===== src/hw/rtl/gpvc_pkg.sv =====
`default_nettype none
// ----------------------------------------------------------------------------
// gpvc_pkg
// types, constants and the arctangent table of the go-to-point command block
// ----------------------------------------------------------------------------
package gpvc_pkg;

    // configuration register indexes
    localparam logic CFG_MAX_SPEED = 1'b0;
    localparam logic CFG_MAX_YAW   = 1'b1;

    localparam int SQRT_CELLS = 32;
    localparam int DIV_CELLS  = 33;
    localparam int TABLE_LEN  = 24;

    // angles in units of 2^-30 rad, headings in Q2.13
    localparam logic signed [35:0] HALF_PI_A   = 36'sd1686629713;
    localparam logic signed [35:0] TWO_HALF_PI = 36'sd3373259426;
    localparam logic signed [30:0] CORDIC_GAIN = 31'sd652032874;
    localparam logic signed [17:0] PI_Q13      = 18'sd25736;
    localparam logic signed [17:0] TWO_PI_Q13  = 18'sd51472;

    typedef struct packed {
        logic signed [31:0] pos_x;
        logic signed [31:0] pos_y;
        logic signed [31:0] pos_z;
        logic signed [31:0] target_x;
        logic signed [31:0] target_y;
        logic signed [31:0] target_z;
        logic signed [15:0] heading;
    } t_in_beat;

    typedef struct packed {
        logic signed [31:0] vel_forward;
        logic signed [31:0] vel_left;
        logic signed [31:0] vel_up;
        logic signed [15:0] yaw_rate;
        logic signed [15:0] heading_setpoint;
    } t_out_beat;

    // square root cell contents
    typedef struct packed {
        logic [63:0]        rad;
        logic [33:0]        rem;
        logic [31:0]        root;
        logic [2:0][32:0]   e;
        logic               h;
        logic signed [15:0] hd;
    } t_sq;

    // divider cell contents, three lanes x y z
    typedef struct packed {
        logic [2:0][32:0]   num;
        logic [2:0][33:0]   rem;
        logic [2:0][32:0]   q;
        logic [32:0]        den;
        logic [2:0][32:0]   e;
        logic               clamp;
        logic               zero;
        logic signed [15:0] hd;
    } t_dv;

    // cordic cell contents, vectoring and rotation side by side
    typedef struct packed {
        logic [2:0][31:0]   v;
        logic signed [15:0] hd;
        logic signed [35:0] vec_x;
        logic signed [35:0] vec_y;
        logic signed [35:0] vec_z;
        logic signed [35:0] rot_x;
        logic signed [35:0] rot_y;
        logic signed [35:0] rot_a;
    } t_cd;

    // arctangent of 2^-idx in 2^-30 rad
    function automatic logic signed [35:0] atan_val(input int unsigned idx);
        logic signed [35:0] v;
        unique case (idx)
            0:  v = 36'sd843314856;
            1:  v = 36'sd497837829;
            2:  v = 36'sd263043836;
            3:  v = 36'sd133525158;
            4:  v = 36'sd67021686;
            5:  v = 36'sd33543515;
            6:  v = 36'sd16775850;
            7:  v = 36'sd8388437;
            8:  v = 36'sd4194282;
            9:  v = 36'sd2097149;
            10: v = 36'sd1048575;
            11: v = 36'sd524287;
            12: v = 36'sd262143;
            13: v = 36'sd131071;
            14: v = 36'sd65535;
            15: v = 36'sd32767;
            16: v = 36'sd16383;
            17: v = 36'sd8191;
            18: v = 36'sd4095;
            19: v = 36'sd2047;
            20: v = 36'sd1023;
            21: v = 36'sd511;
            22: v = 36'sd255;
            23: v = 36'sd127;
            default: v = 36'sd0;
        endcase
        return v;
    endfunction

endpackage
`default_nettype wire


===== src/hw/rtl/gpvc_div_cell.sv =====
`default_nettype none
// ----------------------------------------------------------------------------
// gpvc_div_cell
// one quotient bit of the restoring divide, for all three axes
// ----------------------------------------------------------------------------
module gpvc_div_cell
    import gpvc_pkg::*;
(
    input  wire logic i_clk,
    input  wire logic i_en,
    input  wire t_dv  i_d,
    output t_dv       o_q
);

    t_dv         r_q;
    t_dv         n_q;
    logic [34:0] w_t   [3];
    logic [34:0] w_den;
    logic [2:0]  w_ge;

    // shift in the next numerator bit and subtract where it fits
    always_comb begin
        n_q   = i_d;
        w_den = {2'b00, i_d.den};
        for (int k = 0; k < 3; k++) begin
            w_t[k]      = {i_d.rem[k], i_d.num[k][32]};
            w_ge[k]     = (w_t[k] >= w_den);
            n_q.rem[k]  = w_ge[k] ? 34'(w_t[k] - w_den) : w_t[k][33:0];
            n_q.num[k]  = {i_d.num[k][31:0], 1'b0};
            n_q.q[k]    = {i_d.q[k][31:0], w_ge[k]};
        end
    end

    always_ff @(posedge i_clk) begin
        if (i_en) begin
            r_q <= n_q;
        end
    end

    assign o_q = r_q;

endmodule
`default_nettype wire


===== config.mk =====
export PLATFORM = sky130hd
export DESIGN_NAME = gpvc_div_cell
export DESIGN_NICKNAME = d
export VERILOG_FILES = /design/src/hw/rtl/gpvc_pkg.sv /design/src/hw/rtl/gpvc_div_cell.sv
export SDC_FILE = /design/constraint.sdc
export NUM_CORES = 1
export LEC_CHECK = 0
export BUFFER_PORTS_ARGS = -buffer_cell sky130_fd_sc_hd__buf_2
export CORE_AREA = 2 2 350 352
export CTS_CLUSTER_DIAMETER = 200
export DETAILED_ROUTE_END_ITERATION = 10
export DIE_AREA = 0 0 352 354
export GPL_TIMING_DRIVEN = 1
export PLACE_DENSITY_LB_ADDON = 0.2
export SKIP_CTS_REPAIR_TIMING = 1
export SLEW_MARGIN = 5
export SYNTH_ARGS = -nofsm -noshare
export SYNTH_HDL_FRONTEND = slang
export SYNTH_SLANG_ARGS = --single-unit

===== constraint.sdc =====
create_clock -name i_clk -period 4 [get_ports i_clk]
set_input_delay 0.8 -clock i_clk [delete_from_list [all_inputs] [get_ports i_clk]]
set_output_delay 0.8 -clock i_clk [all_outputs]
set_load 0.05 [all_outputs]

==> results_dict.tcl <==
set metrics [dict create \
    post-route-drc-count 0 \
    finalSetupTns_ns 0 \
    cts_tree "yes" \
    yosys.area.top_type "edfxtp_1" \
    dr.pass1.iters 5 \
    drive_above_1_share_pct 46.8 \
    grt_start_max_net_pins 74 \
    max_slew_margin_pct 48.2 \
    path_delay_family "compound AO/OA/AOI/OAI gates" \
    areaGrowthSynthToFinish_pct 51.1 \
    yosysWarnings 0 \
    wl_per_cell_microns 27.0 \
    grt_util_met3_pct 8.55 \
    internal-power_w 0.0102 \
    worst_pin_slew_ns 0.777 \
    synth_edf_count 447 \
    synthDominantCellAreaShare_pct 67.4 \
    cts_made_buffers 58 \
    p_seq_share_pct 37.6 \
    worstPathMaxFanout 4 \
    crit_type "in -> reg" \
    clock-sinks 447 \
    finalSetupViolations 0 \
    core-area_sq_um 121000 \
    avgViaCountPerCell 3.93 \
    hold_path.class "in -> reg" \
    synthCells 1417 \
    rsz0062_at_grt "no" \
    cp_data_arrival_time_ns 4.02 \
    drv_cap 0 \
    timing.hold.ws_ns 0.298 \
    power_density_nw_per_um2 518 \
    async_flop_share_pct 0 \
    routabilityCongestion 0.853 \
    grt_use_met2_pct 30.5 \
    final_antenna_net_count 0 \
    h-tree-depth 2 \
    dpl.cell_count 4103 \
    largest_reg_flops 447 \
    critical_path.n_buffers_inverters 4 \
    busiest_layer "met2" \
    clkSlewWorstSetupHoldPaths_ns 0.06 \
    max_stage_delay_ns 0.42 \
    cp_cell_sequence "buf_2, ha_1, inv_1, fa_1, a21o_1, a221o_1, o211ai_1, buf_4, a21oi_1, o41ai_1, buf_4, o21ai_0, a21oi_1, xor2_1, a21oi_1" \
    power_leakage_nw 13.0 \
    start_util_pct 16.5 \
    cp-end-kind "flip-flop" \
    root_buffer "clkbuf_16" \
    ir_drop_uv 304 \
    worst_ep_required_time_ns 4.40 \
    nNetsFinal 3092 \
    switching_share_pct 34.5 \
    regArea_sq_um 13400 \
    cp_common_cell "a21oi_1" \
    multi_input_area_sq_um 6110 \
    ioPinCount 902 \
    synthDistinctLibCells 66 \
    routed_wl_microns 114000 \
    first_iter_violations 954 \
    grtUsageTotal_pct 17.6 \
    fin_crit_sh_pct 90.5 \
    status "finished, final reports clean" \
    ys_seq_area_share_pct 67.4 \
    synth_seq_cells 447 \
    die_area_sq_um 125000 \
    maxSlewViolCount 0 \
    antenna_found_initial 90 \
    grt_pass1_wl_microns 149000 \
    cts_buffer_depth 3 \
    hpwl_microns 96800 \
    synthTopCellsByArea "edfxtp_1, ha_1, a21oi_1" \
    pwr-share-comb_pct 26.5 \
    post_synth.cell_area_avg_sq_um 14.0 \
    die_y_microns 354 \
    overflow 0 \
    p_switching_w 0.00538 \
    startpoint_type "input pin" \
    via_count 16600 \
    layout_min_cycle_time_ns 3.62 \
    clkPwrFrac_pct 35.9 \
    fp-row-count 128 \
    max_freq_ghz 0.276 \
    die_w_microns 352 \
    grt_util_met1_pct 19.5 \
    hold_viol 0 \
    report.power.total_w 0.0156 \
    final_cells 4219 \
    synth_area_sq_um 19900 \
    io_buffers 895 \
    synth_flop_cell "edfxtp_1" \
    fill_cells 13000 \
    grt_pass1_vias 16500 \
    slowest_stage "o41ai_1" \
]
-- synth_stat cells (all sizes together), types with 14 or more instances --
| cell | count |
|---|---|
| a21oi | 120 |
| xnor2 | 46 |
| nor2 | 68 |
| and3 | 16 |
| nand3 | 21 |
| buf | 15 |
| o21ai | 99 |
| clkbuf | 17 |
| mux2 | 17 |
| ha | 99 |
| nand4 | 15 |
| nand2 | 108 |
| o21bai | 14 |
| edfxtp | 447 |
| xor2 | 42 |
| a21o | 60 |
| nand2b | 16 |
| inv | 59 |
-- kinds of logic after synthesis --
logic type	after synthesis	synth area share (%)
flip-flops	447	67.4
AO/OA/AOI/OAI	375	11.9
AND/OR/NAND/NOR	293	6.90
adder cells (fa/ha/maj)	102	6.53
buffers and inverters	91	1.98
XOR/XNOR	88	3.87
multiplexers	20	1.38
other	1	0.0188
-- cell type report --
| type | instances | area share (%) |
|---|---|---|
| clock inverters | 40 | 1.66 |
| flip-flops and latches | 447 | 44.6 |
| inverters | 59 | 0.736 |
| repair buffers | 1091 | 20.8 |
| clock buffers | 65 | 4.98 |
| well taps | 1625 | 6.76 |
| diodes | 11 | 0.0915 |
| multi-input cells | 881 | 20.3 |
-- through the flow --
stage | setup slack [ns] | util, % | area (sq um)
2_1_floorplan | 0.402 | - | 19900
3_3_place_gp | -0.405 | 23.2 | 28100
3_5_place_dp | -0.443 | 23.2 | 28100
4_1_cts | 0.260 | 24.9 | 30100
5_1_grt | 0.205 | 24.9 | 30100
6_report | 0.378 | 24.9 | 30100
-- power by group through the flow --
stage          clock network [W]  logic (W)  registers [W]
2_1_floorplan                  0   0.000914        0.00756
3_3_place_gp                   0    0.00421        0.00596
3_5_place_dp                   0    0.00419        0.00595
4_1_cts                  0.00582    0.00421        0.00587
5_1_grt                  0.00597    0.00437        0.00590
6_report                 0.00560    0.00412        0.00586
-- per-layer routing --
layer / wire length [microns] / up-vias / part of all wire, %
li1: - / 7660 / -
met1: 42700 / 7999 / 37
met2: 56100 / 680 / 49
met3: 12400 / 186 / 11
met4: 2370 / 64 / 2.1
met5: 402 / - / 0.35
-- worst paths after layout --
kind	cells past startpoint	slack, ns	end	start
max	15	0.38	o_q[311]$_DFFE_PP_	i_d[117]
min	1	0.30	o_q[381]$_DFFE_PP_	i_d[380]
-- layout by cell type, fill, tap and decap left out, types with 42 or more instances in the layout --
| cell type | count |
|---|---|
| a21o_1 | 60 |
| a21oi_1 | 120 |
| buf_2 | 894 |
| buf_4 | 172 |
| clkbuf_16 | 59 |
| edfxtp_1 | 447 |
| ha_1 | 99 |
| inv_1 | 58 |
| nand2_1 | 108 |
| nor2_1 | 68 |
| o21ai_0 | 84 |
| xnor2_1 | 46 |
| xor2_1 | 42 |
No activity file was read; power rests on OpenSTA's default activity.
