File: src/hw/rtl/gpvc_pkg.sv
`default_nettype none
// ----------------------------------------------------------------------------
// gpvc_pkg
// types, constants and the arctangent table of the go-to-point command block
// ----------------------------------------------------------------------------
package gpvc_pkg;

    // configuration register indexes
    localparam logic CFG_MAX_SPEED = 1'b0;
    localparam logic CFG_MAX_YAW   = 1'b1;

    localparam int SQRT_CELLS = 32;
    localparam int DIV_CELLS  = 33;
    localparam int TABLE_LEN  = 24;

    // angles in units of 2^-30 rad, headings in Q2.13
    localparam logic signed [35:0] HALF_PI_A   = 36'sd1686629713;
    localparam logic signed [35:0] TWO_HALF_PI = 36'sd3373259426;
    localparam logic signed [30:0] CORDIC_GAIN = 31'sd652032874;
    localparam logic signed [17:0] PI_Q13      = 18'sd25736;
    localparam logic signed [17:0] TWO_PI_Q13  = 18'sd51472;

    typedef struct packed {
        logic signed [31:0] pos_x;
        logic signed [31:0] pos_y;
        logic signed [31:0] pos_z;
        logic signed [31:0] target_x;
        logic signed [31:0] target_y;
        logic signed [31:0] target_z;
        logic signed [15:0] heading;
    } t_in_beat;

    typedef struct packed {
        logic signed [31:0] vel_forward;
        logic signed [31:0] vel_left;
        logic signed [31:0] vel_up;
        logic signed [15:0] yaw_rate;
        logic signed [15:0] heading_setpoint;
    } t_out_beat;

    // square root cell contents
    typedef struct packed {
        logic [63:0]        rad;
        logic [33:0]        rem;
        logic [31:0]        root;
        logic [2:0][32:0]   e;
        logic               h;
        logic signed [15:0] hd;
    } t_sq;

    // divider cell contents, three lanes x y z
    typedef struct packed {
        logic [2:0][32:0]   num;
        logic [2:0][33:0]   rem;
        logic [2:0][32:0]   q;
        logic [32:0]        den;
        logic [2:0][32:0]   e;
        logic               clamp;
        logic               zero;
        logic signed [15:0] hd;
    } t_dv;

    // cordic cell contents, vectoring and rotation side by side
    typedef struct packed {
        logic [2:0][31:0]   v;
        logic signed [15:0] hd;
        logic signed [35:0] vec_x;
        logic signed [35:0] vec_y;
        logic signed [35:0] vec_z;
        logic signed [35:0] rot_x;
        logic signed [35:0] rot_y;
        logic signed [35:0] rot_a;
    } t_cd;

    // arctangent of 2^-idx in 2^-30 rad
    function automatic logic signed [35:0] atan_val(input int unsigned idx);
        logic signed [35:0] v;
        unique case (idx)
            0:  v = 36'sd843314856;
            1:  v = 36'sd497837829;
            2:  v = 36'sd263043836;
            3:  v = 36'sd133525158;
            4:  v = 36'sd67021686;
            5:  v = 36'sd33543515;
            6:  v = 36'sd16775850;
            7:  v = 36'sd8388437;
            8:  v = 36'sd4194282;
            9:  v = 36'sd2097149;
            10: v = 36'sd1048575;
            11: v = 36'sd524287;
            12: v = 36'sd262143;
            13: v = 36'sd131071;
            14: v = 36'sd65535;
            15: v = 36'sd32767;
            16: v = 36'sd16383;
            17: v = 36'sd8191;
            18: v = 36'sd4095;
            19: v = 36'sd2047;
            20: v = 36'sd1023;
            21: v = 36'sd511;
            22: v = 36'sd255;
            23: v = 36'sd127;
            default: v = 36'sd0;
        endcase
        return v;
    endfunction

endpackage
`default_nettype wire

File: src/hw/rtl/gpvc_sqrt_cell.sv
`default_nettype none
// ----------------------------------------------------------------------------
// gpvc_sqrt_cell
// one digit of the floor square root, two radicand bits per cell
// ----------------------------------------------------------------------------
module gpvc_sqrt_cell
    import gpvc_pkg::*;
(
    input  wire logic i_clk,
    input  wire logic i_en,
    input  wire t_sq  i_d,
    output t_sq       o_q
);

    t_sq         r_q;
    t_sq         n_q;
    logic [35:0] w_rem;
    logic [35:0] w_trial;
    logic        w_ge;

    // bring down two bits and try the next root bit
    always_comb begin
        n_q     = i_d;
        w_rem   = {i_d.rem, i_d.rad[63:62]};
        w_trial = {2'b00, i_d.root, 2'b01};
        w_ge    = (w_rem >= w_trial);
        n_q.rad  = {i_d.rad[61:0], 2'b00};
        n_q.rem  = w_ge ? 34'(w_rem - w_trial) : w_rem[33:0];
        n_q.root = {i_d.root[30:0], w_ge};
    end

    always_ff @(posedge i_clk) begin
        if (i_en) begin
            r_q <= n_q;
        end
    end

    assign o_q = r_q;

endmodule
`default_nettype wire

File: config.mk
export PLATFORM = sky130hd
export DESIGN_NAME = gpvc_sqrt_cell
export DESIGN_NICKNAME = d
export VERILOG_FILES = /design/src/hw/rtl/gpvc_pkg.sv /design/src/hw/rtl/gpvc_sqrt_cell.sv
export SDC_FILE = /design/constraint.sdc
export NUM_CORES = 1
export LEC_CHECK = 0
export BUFFER_PORTS_ARGS = -buffer_cell sky130_fd_sc_hd__buf_2
export CORE_AREA = 2 2 194 196
export CTS_CLUSTER_SIZE = 16
export DETAILED_ROUTE_END_ITERATION = 8
export DIE_AREA = 0 0 196 198
export GPL_TIMING_DRIVEN = 0
export HOLD_SLACK_MARGIN = 0.02
export PLACE_DENSITY = 0.54
export REMOVE_ABC_BUFFERS = 1
export SYNTH_ARGS = -nofsm -noshare
export SYNTH_HDL_FRONTEND = slang
export SYNTH_SLANG_ARGS = --single-unit
File: constraint.sdc
create_clock -name i_clk -period 4.9 [get_ports i_clk]
set_input_delay 0.98 -clock i_clk [delete_from_list [all_inputs] [get_ports i_clk]]
set_output_delay 0.98 -clock i_clk [all_outputs]
set_load 0.05 [all_outputs]
==> summary.md <==
| Metric | Value |
|---|---|
| Resize count post-CTS | `0` |
| Ys flop type | `edfxtp_1` |
| Core region area | `around 37000 um2` |
| Top post-synthesis cells by area | `edfxtp_1 75%, ha_1 4.3%, nand2_1 2.2%` |
| Crit-path slowest cell | `o21a_2` |
| Leakage | `around 6 nW` |
| Syn_area_per_cell | `15.7 um2` |
| Metal-1 WL | `~12 mm` |
| Die area | `38800 um2` |
| Die width | `196 um` |
| Worst hold path class | `in2reg` |
| Setup bufs post-CTS | `0` |
| Peak VDD IR | `between 0.2 and 0.25 mV` |
| RSZ-0062 raised after global routing | `no` |
| Critical path class | `in2reg` |
| Largest register FFs | `244` |
| Via/cell ratio | `between 4 and 5` |
| Final setup violating endpoints | `0` |
| Family with the most delay on the worst path | `compound AO/OA/AOI/OAI gates` |
| DR iter-0 viols | `between 200 and 300` |
| Initial cell density of the core | `a little over a quarter` |
| CP startpoint | `i_d[123]` |
| Min-delay src | `i_d[87]` |
| Design area | `around 14000 um2` |
| Fraction of layout cells with a size suffix above 1 | `between 40% and 50%` |
| Total GRT Usage | `between 15 and 20%` |
| Area leader, netlist | `edfxtp_1` |
| Fillcell total | `around 3700` |
| WL final | `about 33 mm` |
| First-pass GRT wire length | `roughly 46 mm` |
| EDFF count, synth | `244` |
| CTS tree | `done` |
| Period minus WS final | `about 3.4 ns` |
| Status | `completed` |
| Placer Congestion | `0.850` |
| Mux cell area share after synthesis | `less than 1%` |
| Met2 WL post-DR | `16.7 mm` |
| Die span in y | `198 um` |
| Compound-cell area share of the yosys netlist | `9.51%` |
| CP max stage delay | `0.46 ns` |
| Gr ovfl total | `0` |
| Num CTS Buffers | `30` |
| Worst-path clk slew | `around 0.060 ns` |
| Hold_buf cts | `0` |
| Nets | `1416` |
| Worst-case clock buffer depth | `3` |
| Adder-cell share of the synthesized area | `about 4.3%` |
| Clock Root Buffer | `clkbuf_16` |
| Pin count of the biggest net entering global routing | `roughly 120` |
| Post-Synth XOR/XNOR Area | `2.41%` |
| Share of the synthesized area in the top cell type | `approximately three quarters` |
| Area Growth Syn to Fin | `41.2%` |
| DR top layer | `met5` |
| Tot Pwr | `about 6.1 mW` |
| Port Buf Inserts | `a little under 500` |
| Worst-Margin Slew | `0.693 ns` |
| Layout Cells excl Fill | `between 1500 and 2000` |
| Final Hold Violating Endpoints | `0` |
| Placed cell count | `approximately 1600` |
| Sequential share of the synthesized area | `between 70% and 80%` |
| Pwr/cell area | `roughly 440 nW/um2` |
| Synthesized flop and latch total | `roughly 240` |
| Met3 routed wirelength | `around 3.0 mm` |
| Asr flop ratio synth | `0%` |
| Pre-antenna DRT Iters | `4` |
| Worst Path Arrival | `roughly 3.7 ns` |
| Vias in the first global route | `between 7000 and 8000` |
| H-tree lvl count | `1` |
| Via count | `7249` |
| # IOs | `494` |
| Gate Count Post-Synth | `623` |
| Crit path cell chain | `buf_2, inv_1, ha_1, a21o_1, o41ai_2, o211ai_1, a211oi_1, o21a_2, clkinv_2, mux2_4` |
| DP Area | `roughly 13000 um2` |
| Largest family of logic cells by synthesized area | `compound AO/OA/AOI/OAI gates` |
| Post-Syn Area | `9800 um2` |
| Crit path capture type | `flop` |
| Synth unique cells | `62` |
| Max_cap viols | `0` |
| Detail Route Antenna Nets | `0` |
| Yosys warnings | `0` |
| CP required | `about 5.2 ns` |
| Initial antenna violation count | `13` |
| Relative slew slack | `a little over half` |
| Max Fanout on Critical Path | `18` |
| Buf/Inv on CP | `3` |
| Slew Limit Fails | `0` |
| DRC Markers | `0` |
| Dpl hpwl | `between 20 and 30 mm` |
| Simple-gate share of the synthesized area | `5.72%` |
| Crit start category | `input port` |
| Core Rows | `71` |
| DR WL/cell | `around 20 um` |
| Clock sink count | `roughly 240` |
| Final worst path period share | `about 69%` |
| Maximum clock frequency | `between 0.2 and 0.3 GHz` |
[cell usage after synthesis, types with 3 or more instances]
library cell and instances:
o41ai_2 3, a21oi_1 28, ha_1 34, mux2i_1 4, nand2b_1 5, nand2_1 58, buf_2 6, xor2_1 13
nand3_1 6, o21a_1 3, a31oi_1 4, and2_1 3, a21o_1 19, inv_1 42, xnor2_1 14, and3_2 3
edfxtp_1 244, o21ai_1 4, o21ai_0 41, o31ai_1 4, clkbuf_1 4, nor3_1 10, nor2_1 18, nand4_1 6
[layer usage]
layer / GRT usage [%] / vias to the layer above
met5: 0 / -
met1: 18.1 / 3485
li1: - / 3381
met3: 6.20 / 63
met2: 28.1 / 304
met4: 5.16 / 16
[placed cells by master, fill, tap and decap left out, types with 3 or more instances in the layout]
cell type | synthesis | routed
buf_2 | 6 | 490
edfxtp_1 | 244 | 244
nand2_1 | 58 | 58
inv_1 | 42 | 42
o21ai_0 | 41 | 41
ha_1 | 34 | 34
clkbuf_16 | 0 | 31
a21oi_1 | 28 | 28
a21o_1 | 19 | 19
nor2_1 | 18 | 18
xnor2_1 | 14 | 14
xor2_1 | 13 | 13
nor3_1 | 10 | 10
clkinv_2 | 1 | 9
diode_2 | 0 | 6
nand4_1 | 6 | 6
nand3_1 | 6 | 6
nand2b_1 | 5 | 5
clkbuf_1 | 4 | 5
a31oi_1 | 4 | 4
o31ai_1 | 4 | 4
o21ai_1 | 4 | 4
mux2i_1 | 4 | 4
and3_2 | 3 | 3
o41ai_2 | 3 | 3
and2_1 | 3 | 3
bufinv_16 | 0 | 3
clkinv_1 | 0 | 3
[power breakdown]
| part | switching, mW | internal [mW] |
|---|---|---|
| clock network | 0.886 | 1.31 |
| logic | 1.04 | 0.330 |
| registers | 0.0441 | 2.52 |
| total | 1.97 | 4.16 |
[through the flow]
step / hold slack [ns] / util, % / TNS, ns / setup WS (ns)
2_1_floorplan: 1.08 / - / 0 / 0.676
3_3_place_gp: 1.16 / 34.5 / -156.40 / -0.640
3_5_place_dp: 1.16 / 34.8 / 0 / 0.843
4_1_cts: 0.556 / 37.4 / 0 / 1.43
5_1_grt: 0.556 / 37.4 / 0 / 1.36
6_report: 0.595 / 37.4 / 0 / 1.52
[final cells by class]
type / instances / area, um2 / share of cell area [%]
flip-flops and latches: 244 / 7330 / 53.0
repair buffers: 494 / 2540 / 18.4
multi-input cells: 321 / 2220 / 16.0
clock buffers: 36 / 795 / 5.74
well taps: 474 / 593 / 4.29
clock inverters: 19 / 183 / 1.32
inverters: 43 / 163 / 1.18
diodes: 6 / 15.0 / 0.109
[path summary, 6_finish.rpt]
kind | endpoint | slack, ns | depth (start not counted)
worst max-delay path | o_q[175] | 1.52 | 10
worst min-delay path | o_q[87] | 0.60 | 1
[cell families after synthesis]
logic type,Yosys count
adders and majority gates,34
other,1
xor gates and xnor gates,27
AOI/OAI and AO/OA,133
and+or+nand+nor,120
buffers and inverters,59
muxes,5
DFF,244
Note: power is estimated with default switching activity, not from simulation.
