**src/hw/rtl/gpvc_pkg.sv**
```systemverilog
`default_nettype none
// ----------------------------------------------------------------------------
// gpvc_pkg
// types, constants and the arctangent table of the go-to-point command block
// ----------------------------------------------------------------------------
package gpvc_pkg;

    // configuration register indexes
    localparam logic CFG_MAX_SPEED = 1'b0;
    localparam logic CFG_MAX_YAW   = 1'b1;

    localparam int SQRT_CELLS = 32;
    localparam int DIV_CELLS  = 33;
    localparam int TABLE_LEN  = 24;

    // angles in units of 2^-30 rad, headings in Q2.13
    localparam logic signed [35:0] HALF_PI_A   = 36'sd1686629713;
    localparam logic signed [35:0] TWO_HALF_PI = 36'sd3373259426;
    localparam logic signed [30:0] CORDIC_GAIN = 31'sd652032874;
    localparam logic signed [17:0] PI_Q13      = 18'sd25736;
    localparam logic signed [17:0] TWO_PI_Q13  = 18'sd51472;

    typedef struct packed {
        logic signed [31:0] pos_x;
        logic signed [31:0] pos_y;
        logic signed [31:0] pos_z;
        logic signed [31:0] target_x;
        logic signed [31:0] target_y;
        logic signed [31:0] target_z;
        logic signed [15:0] heading;
    } t_in_beat;

    typedef struct packed {
        logic signed [31:0] vel_forward;
        logic signed [31:0] vel_left;
        logic signed [31:0] vel_up;
        logic signed [15:0] yaw_rate;
        logic signed [15:0] heading_setpoint;
    } t_out_beat;

    // square root cell contents
    typedef struct packed {
        logic [63:0]        rad;
        logic [33:0]        rem;
        logic [31:0]        root;
        logic [2:0][32:0]   e;
        logic               h;
        logic signed [15:0] hd;
    } t_sq;

    // divider cell contents, three lanes x y z
    typedef struct packed {
        logic [2:0][32:0]   num;
        logic [2:0][33:0]   rem;
        logic [2:0][32:0]   q;
        logic [32:0]        den;
        logic [2:0][32:0]   e;
        logic               clamp;
        logic               zero;
        logic signed [15:0] hd;
    } t_dv;

    // cordic cell contents, vectoring and rotation side by side
    typedef struct packed {
        logic [2:0][31:0]   v;
        logic signed [15:0] hd;
        logic signed [35:0] vec_x;
        logic signed [35:0] vec_y;
        logic signed [35:0] vec_z;
        logic signed [35:0] rot_x;
        logic signed [35:0] rot_y;
        logic signed [35:0] rot_a;
    } t_cd;

    // arctangent of 2^-idx in 2^-30 rad
    function automatic logic signed [35:0] atan_val(input int unsigned idx);
        logic signed [35:0] v;
        unique case (idx)
            0:  v = 36'sd843314856;
            1:  v = 36'sd497837829;
            2:  v = 36'sd263043836;
            3:  v = 36'sd133525158;
            4:  v = 36'sd67021686;
            5:  v = 36'sd33543515;
            6:  v = 36'sd16775850;
            7:  v = 36'sd8388437;
            8:  v = 36'sd4194282;
            9:  v = 36'sd2097149;
            10: v = 36'sd1048575;
            11: v = 36'sd524287;
            12: v = 36'sd262143;
            13: v = 36'sd131071;
            14: v = 36'sd65535;
            15: v = 36'sd32767;
            16: v = 36'sd16383;
            17: v = 36'sd8191;
            18: v = 36'sd4095;
            19: v = 36'sd2047;
            20: v = 36'sd1023;
            21: v = 36'sd511;
            22: v = 36'sd255;
            23: v = 36'sd127;
            default: v = 36'sd0;
        endcase
        return v;
    endfunction

endpackage
`default_nettype wire

```
**src/hw/rtl/gpvc_cordic_cell.sv**
```systemverilog
`default_nettype none
// ----------------------------------------------------------------------------
// gpvc_cordic_cell
// one micro-rotation of the vectoring chain and of the rotation chain
// ----------------------------------------------------------------------------
module gpvc_cordic_cell
    import gpvc_pkg::*;
#(
    parameter int unsigned STEP = 0
)
(
    input  wire logic i_clk,
    input  wire logic i_en,
    input  wire t_cd  i_d,
    output t_cd       o_q
);

    localparam logic signed [35:0] ATAN = atan_val(STEP);

    t_cd                r_q;
    t_cd                n_q;
    logic signed [35:0] w_vdx;
    logic signed [35:0] w_vdy;
    logic signed [35:0] w_rdx;
    logic signed [35:0] w_rdy;

    always_comb begin
        n_q   = i_d;
        w_vdx = i_d.vec_y >>> STEP;
        w_vdy = i_d.vec_x >>> STEP;
        w_rdx = i_d.rot_y >>> STEP;
        w_rdy = i_d.rot_x >>> STEP;
        // vectoring drives y toward zero
        if (i_d.vec_y > 36'sd0) begin
            n_q.vec_x = i_d.vec_x + w_vdx;
            n_q.vec_y = i_d.vec_y - w_vdy;
            n_q.vec_z = i_d.vec_z + ATAN;
        end else begin
            n_q.vec_x = i_d.vec_x - w_vdx;
            n_q.vec_y = i_d.vec_y + w_vdy;
            n_q.vec_z = i_d.vec_z - ATAN;
        end
        // rotation drives the residual angle toward zero
        if (i_d.rot_a >= 36'sd0) begin
            n_q.rot_x = i_d.rot_x - w_rdx;
            n_q.rot_y = i_d.rot_y + w_rdy;
            n_q.rot_a = i_d.rot_a - ATAN;
        end else begin
            n_q.rot_x = i_d.rot_x + w_rdx;
            n_q.rot_y = i_d.rot_y - w_rdy;
            n_q.rot_a = i_d.rot_a + ATAN;
        end
    end

    always_ff @(posedge i_clk) begin
        if (i_en) begin
            r_q <= n_q;
        end
    end

    assign o_q = r_q;

endmodule
`default_nettype wire

```
**config.mk**
```make
export PLATFORM = sky130hd
export DESIGN_NAME = gpvc_cordic_cell
export DESIGN_NICKNAME = d
export VERILOG_FILES = /design/src/hw/rtl/gpvc_pkg.sv /design/src/hw/rtl/gpvc_cordic_cell.sv
export SDC_FILE = /design/constraint.sdc
export NUM_CORES = 1
export LEC_CHECK = 0
export ABC_CLOCK_PERIOD_IN_PS = 13000
export CAP_MARGIN = 10
export CORE_AREA = 4 4 256 258
export DETAILED_ROUTE_END_ITERATION = 7
export DIE_AREA = 0 0 260 262
export DONT_BUFFER_PORTS = 1
export GPL_TIMING_DRIVEN = 0
export SYNTH_ARGS = -nofsm -noshare
export SYNTH_HDL_FRONTEND = slang
export SYNTH_SLANG_ARGS = --single-unit
export TNS_END_PERCENT = 5
```
**constraint.sdc**
```tcl
create_clock -name i_clk -period 13 [get_ports i_clk]
set_clock_uncertainty 0.15 [all_clocks]
set_input_delay 0.65 -clock i_clk [delete_from_list [all_inputs] [get_ports i_clk]]
set_output_delay 0.65 -clock i_clk [all_outputs]
set_load 0.01 [all_outputs]
```
==> impl_metrics.ini, run 1 <==
[outcome]
run_status = completed

[grt]
grt.overflow.total = 0
grt_pass1_wl_um = 139000
grt_use_total_pct = 27.2
grt_pass1_vias = 20600
grt_max_degree = 327
antenna_found_initial = 7

[clock_tree]
hold_buffers = 83
cts_made_buffers = 39
cts_buffer_depth = 3
post_cts_buffers = 0
cts_tree = done
cts.sinks = 326
cts-htree-levels = 2
cts_root_buffer = clkbuf_16
clk_pin_slew_ns = 0.06
cts_resized = 0

[floorplanning]
initial_core_util_pct = 39.6
core_area_um2 = 63000
floorplan.rows = 92
die_width_um = 260
die_area_um2 = 68100
pin_count = 658
die_height_um = 262

[setup_path]
max_stage_delay_ns = 0.82
critPathTopFamily = compound AO/OA/AOI/OAI gates
worst-setup-path-type = in2reg
cp_cell_sequence = nor4_1 -> buf_2 -> nand4_1 -> nor2_1 -> a41o_1 -> clkbuf_1 -> clkbuf_1 -> buf_2 -> ha_1 -> a21oi_1 -> a21boi_1 -> o21a_1 -> o31a_1 -> a221o_1 -> a41oi_1 -> a21oi_1 -> a21boi_1 -> o21ai_0 -> xnor2_1
start_kind = input port
crit_arrival_ns = 6.51
cp_num_buf_inv = 4
crit_required_ns = 13.20
cpMaxStageDelayCell = buf_2
end_kind = register
crit_path_max_fanout = 27

[placed_design]
dpl_cell_area_um2 = 26000
io_buffers = 0
place_congestion = 0.978
dp_hpwl_um = 78000
place_ws_ns = 6.21

[power_and_ir_drop]
p_sw_mw = 1.16
swShare_pct = 33.5
internal-power_mw = 2.30
vdd_drop_max_v = 0.0000927
p_total_mw = 3.45
pwr-share-comb_pct = 25.1
p_leak_nw = 11.5
p_per_area_nw_per_um2 = 123
clockPowerShare_pct = 31.0
power_frac_seq_pct = 43.9

[detailed_routing]
num_vias = 21300
drc = 0
wl_per_cell_um = 27.2
dr.first_iter.drc_count = 1814
ant_nets = 0
avgViaCountPerCell = 5.92
totalWireLength_um = 98000
drt_first_pass_iters = 6

[layout]
area_delta_synth_final_pct = 12.7
layout_common_cells = edfxtp_1 (326), a21oi_1 (310), ha_1 (274)
drive_above_1_share_pct = 4.22
fin_util_pct = 44.6
final_common_cell = edfxtp_1
largest_reg_flops = 326
fin_area_um2 = 28100
fin_nets = 3330

[synth]
syn_area_per_cell_um2 = 9.62
synth_cell_types = 91
ys_seq_area_share_pct = 39.3
netlist_area_um2 = 24900
syn_inst = 2592
ys_ff_latch = 326
synth_warnings = 0
ys.flop_type = edfxtp_1
synth_edf_count = 326
syn-num-nets = 3204
ys_async_sr_fraction_pct = 0

[min_path]
min_path_type = in2reg
holdPathEnd = o_q[317]$_DFFE_PP_
hp-start = i_d[317]
hold_depth = 0

[run]
cap_violations = 0

[timing]
post-route-period-util_pct = 48.5
period_needed_ns = 6.31
grt_setup_unrepaired = false
slew_headroom_pct = 22.3
setup_ws_ns = 6.69
maxSlewViolCount = 0
tightest_slew_ns = 1.17
fin_tns_setup_ns = 0
hold_viol = 0
fmax_mhz = 158
finalSetupViolations = 0
area by class of cell:
type | instances | area, µm²
fillers | 6039 | 34900
multi-input cells | 1932 | 13900
flip-flops and latches | 326 | 9790
well taps | 846 | 1060
clock buffers | 46 | 1000
inverters | 239 | 897
repair buffers | 85 | 846
plain buffers | 95 | 397
clock inverters | 23 | 240
diodes | 5 | 12.5
per-stage QoR:
step                hold WS (ns)  instances
floorplan                  0.599       2592
global placement           0.599       3438
detailed placement         0.599       3439
CTS                     0.000502       3591
global route           0.0000482       3593
finish                    0.0357       3597
worst max-delay path by stage:
stage / from / to / cells past startpoint
global placement: i_d[173] / o_q[128]$_DFFE_PP_ / 18
finish: i_d[173] / o_q[143]$_DFFE_PP_ / 19
CTS: i_d[173] / o_q[143]$_DFFE_PP_ / 19
global route: i_d[173] / o_q[143]$_DFFE_PP_ / 19
detailed placement: i_d[173] / o_q[128]$_DFFE_PP_ / 19
floorplan: i_d[35] / o_q[28]$_DFFE_PP_ / 19
synth_stat cells (8+ instances only):
library cell  instances  area [µm²]
nor4_1               32         200
nor2_1              192         721
buf_2                13        65.1
a211o_1              12         105
nand2b_1             38         238
and2_1                8        50.1
nor3_1               41         205
xor2_1               45         394
a21oi_1             310        1550
nand4_1              30         188
or2_2                10        62.6
a31oi_1              17         106
fa_1                  8         160
o211ai_1             22         165
buf_1                24        90.1
a221oi_1             10        87.6
xnor2_1             155        1360
o31ai_1              31         233
o22ai_1               8        50.1
and3_1                8        50.1
mux2i_1              28         280
o21bai_1             62         465
o21ai_0             144         721
ha_1                274        3430
edfxtp_1            326        9790
a311oi_1              9        78.8
nand3_1              31         155
clkbuf_1             54         203
or3_1                12        75.1
o21a_1               20         150
nor2b_1              19         119
nand2_1             123         462
a211oi_1             21         158
a21o_1               92         691
inv_1               235         882
layer usage:
layer / track usage [%] / part of all wire [%]
met1: 33.9 / 40
met2: 44.5 / 47
met3: 9.42 / 10
met4: 8.89 / 3.2
met5: 0 / 0
kinds of logic after synthesis:
family / synth area share [%]
adder cells (fa/ha/maj): 14.4
flip-flops: 39.3
multiplexers: 1.12
AND/OR/NAND/NOR: 10.7
buffers and inverters: 5.17
XOR/XNOR: 7.03
AO/OA/AOI/OAI: 22.3
power groups by stage:
stage                     combinational, mW  clock (mW)  sequential (mW)
final                                 0.867        1.07             1.52
after global routing                  0.939        1.15             1.53
after CTS                             0.850        1.10             1.52
after detailed placement              0.819           0             1.54
after global placement                0.824           0             1.54
after floorplan                       0.593           0             1.48
Power figures use the tool's default switching activity.
==> run 2, diff against run 1 <==
- ABC_AREA: unset -> 1
- ABC_CLOCK_PERIOD_IN_PS: 13000 -> 5430
- CORE_AREA: 4 4 256 258 -> 4 4 253 255
- DIE_AREA: 0 0 260 262 -> 0 0 257 259
- clock period: 13 -> 5.43 ns (I/O delays scaled with it)
==> run 2 against run 1 <==
The run now ends with hold timing left. Worst setup slack got worse by 5.3 ns. Non-clock buffer count rose by 79. Synthesized cell count rose by 57%. First-iteration DRC count rose by 86%. Via count rose by 38%. Design area rose by 18%. Flip-flop and latch count did not move. Global-route usage rose by 10 points. Highest routed layer is now met5.
==> impl_metrics.ini, run 2 <==
[outcome]
run_status = finished, violations left
violations = hold timing

[placed_design]
place_ws_ns = 0.747
dp_hpwl_um = 108000
io_buffers = 0
dpl_cell_area_um2 = 30100
dp.cells = 4909
place_congestion = 1.03

[timing]
fmax_mhz = 246
finalSetupViolations = 0
slew_headroom_pct = 17.0
setup_ws_ns = 1.36
hold_viol = 38
grt_setup_unrepaired = false
maxSlewViolCount = 0
holdWs_ns = -0.336
fin_tns_setup_ns = 0
period_needed_ns = 4.07
tightest_slew_ns = 1.25
post-route-period-util_pct = 74.9

[setup_path]
crit_path_max_fanout = 27
worst-setup-path-type = in2reg
end_kind = register
crit_required_ns = 5.59
crit_arrival_ns = 4.23
start_kind = input port

[synth]
synth_top_area_cell = edfxtp_1
ys_ff_latch = 326
synth_edf_count = 326
syn-num-nets = 4684
synth_area_leaders = edfxtp_1 (34%), nand2_1 (15%), ha_1 (12%)
synth_cell_types = 43
synth.top_cell.area_share_pct = 33.6
ys_async_sr_fraction_pct = 0
synthTopCellsByCount = nand2_1 (1,155), inv_1 (562), nor2_1 (396), nand3_1 (341), edfxtp_1 (326)
synth_warnings = 0
syn_area_per_cell_um2 = 7.14
ys.flop_type = edfxtp_1
yosysMostFrequentCell = nand2_1
syn_inst = 4072
netlist_area_um2 = 29100
ys_seq_area_share_pct = 33.6

[layout]
area_delta_synth_final_pct = 13.9
fin_area_um2 = 33100
largest_reg_flops = 326
layout.cells.non_filler = 5155
fillers = 6171
fin_nets = 4891
layout_common_cells = nand2_1 (1,155), inv_1 (562), nor2_1 (396)
final_common_cell = nand2_1
seqCellArea_um2 = 9790
multiInputGateArea_um2 = 16600
drive_above_1_share_pct = 4.20

[detailed_routing]
ant_nets = 0
dr.first_iter.drc_count = 3374
drt_first_pass_iters = 7
totalWireLength_um = 131000
num_vias = 29300
avgViaCountPerCell = 5.69
wl_per_cell_um = 25.4
drc = 0

[grt]
antenna_found_initial = 15
grt_max_degree = 327
grt_pass1_vias = 26900
grt_pass1_wl_um = 184000
grt.overflow.total = 0
grt_busiest_layer = met2
use_met3_pct = 9.81
met1_usage_pct = 49.2
grt_use_total_pct = 37.3
use_met2_pct = 57.6

[clock_tree]
clk_pin_slew_ns = 0.07
cts_root_buffer = clkbuf_16
post_cts_buffers = 0
cts.sinks = 326
cts_buffer_depth = 3
cts_tree = done
cts_resized = 0
hold_buffers = 166
cts_made_buffers = 39
cts-htree-levels = 2

[floorplanning]
floorplan.rows = 91
die_area_um2 = 66600
initial_core_util_pct = 47.2
die_height_um = 259
pin_count = 658
die_width_um = 257
core_area_um2 = 61600

[power_and_ir_drop]
p_leak_nw = 15.7
p_sw_mw = 3.45
internal-power_mw = 5.60
vdd_drop_max_v = 0.000245
p_per_area_nw_per_um2 = 273
pwr-share-comb_pct = 29.3
clockPowerShare_pct = 30.3
swShare_pct = 38.1
power_frac_seq_pct = 40.4

[run]
cap_violations = 0

[min_path]
min_path_type = in2reg
==> run 2: cell types whose count changed after synthesis, sizes merged, moves of 99 or more <==
cell / previous run / this run
nand2: 123 / 1155
inv: 237 / 567
nand3: 31 / 345
nor2: 193 / 400
xnor2: 155 / 19
o21ai: 150 / 249
==> run 2: worst max-delay path, cell delays in order <==
cell,delay (ns)
inv_1,0.05
nand3_1,0.10
nor3_1,0.47
nand4_1,0.14
nand2_1,0.21
buf_2,0.38
buf_2,0.71
ha_1,0.30
nand2_1,0.12
o21ai_0,0.30
a21oi_1,0.07
nand2_1,0.15
inv_1,0.05
o21ai_0,0.62
inv_1,0.09
nand3_1,0.09
nand2_1,0.07
==> run 2: layer usage <==
| layer | vias up | wire (µm) | share of wire [%] |
|---|---|---|---|
| met2 | 1577 | 56300 | 43 |
| li1 | 13800 | - | - |
| met5 | - | 50 | 0.038 |
| met4 | 8 | 7420 | 5.7 |
| met3 | 253 | 14300 | 11 |
| met1 | 13700 | 52800 | 40 |
==> run 2: kinds of logic after synthesis <==
group	count (synthesis)	share of synthesized area [%]
buf+inv	660	9.44
flops	326	33.6
simple gates	2010	28.4
compound gates	663	12.2
xor+xnor	131	3.94
fa+ha+maj	282	12.3
==> run 2: final cells by class <==
cell class / count / share of cell area (%)
flip-flops and latches: 326 / 29.5
plain buffers: 93 / 1.86
repair buffers: 166 / 5.01
diodes: 8 / 0.0604
clock buffers: 41 / 3.03
clock inverters: 31 / 0.955
well taps: 837 / 3.16
inverters: 567 / 6.42
multi-input cells: 3086 / 50.0
==> run 2: power groups by stage <==
stage | registers [mW] | clock network, mW | logic [mW]
2_1_floorplan | 3.48 | 0 | 1.67
3_3_place_gp | 3.71 | 0 | 2.43
3_5_place_dp | 3.69 | 0 | 2.43
4_1_cts | 3.65 | 2.77 | 2.56
5_1_grt | 3.66 | 2.90 | 2.87
6_report | 3.65 | 2.74 | 2.65
==> run 2: worst paths after layout <==
| kind | cells after the start | slack, ns | startpoint | endpoint |
|---|---|---|---|---|
| setup / recovery | 17 | 1.36 | i_d[178] | o_q[143]$_DFFE_PP_ |
| hold / removal | 0 | -0.34 | i_en | o_q[93]$_DFFE_PP_ |
==> run 2: stage by stage <==
step / utilization [%] / power [mW]
4_1_cts: 53.8 / 8.98
3_5_place_dp: 48.9 / 6.12
5_1_grt: 53.8 / 9.43
3_3_place_gp: 48.9 / 6.14
6_report: 53.8 / 9.04
2_1_floorplan: - / 5.15
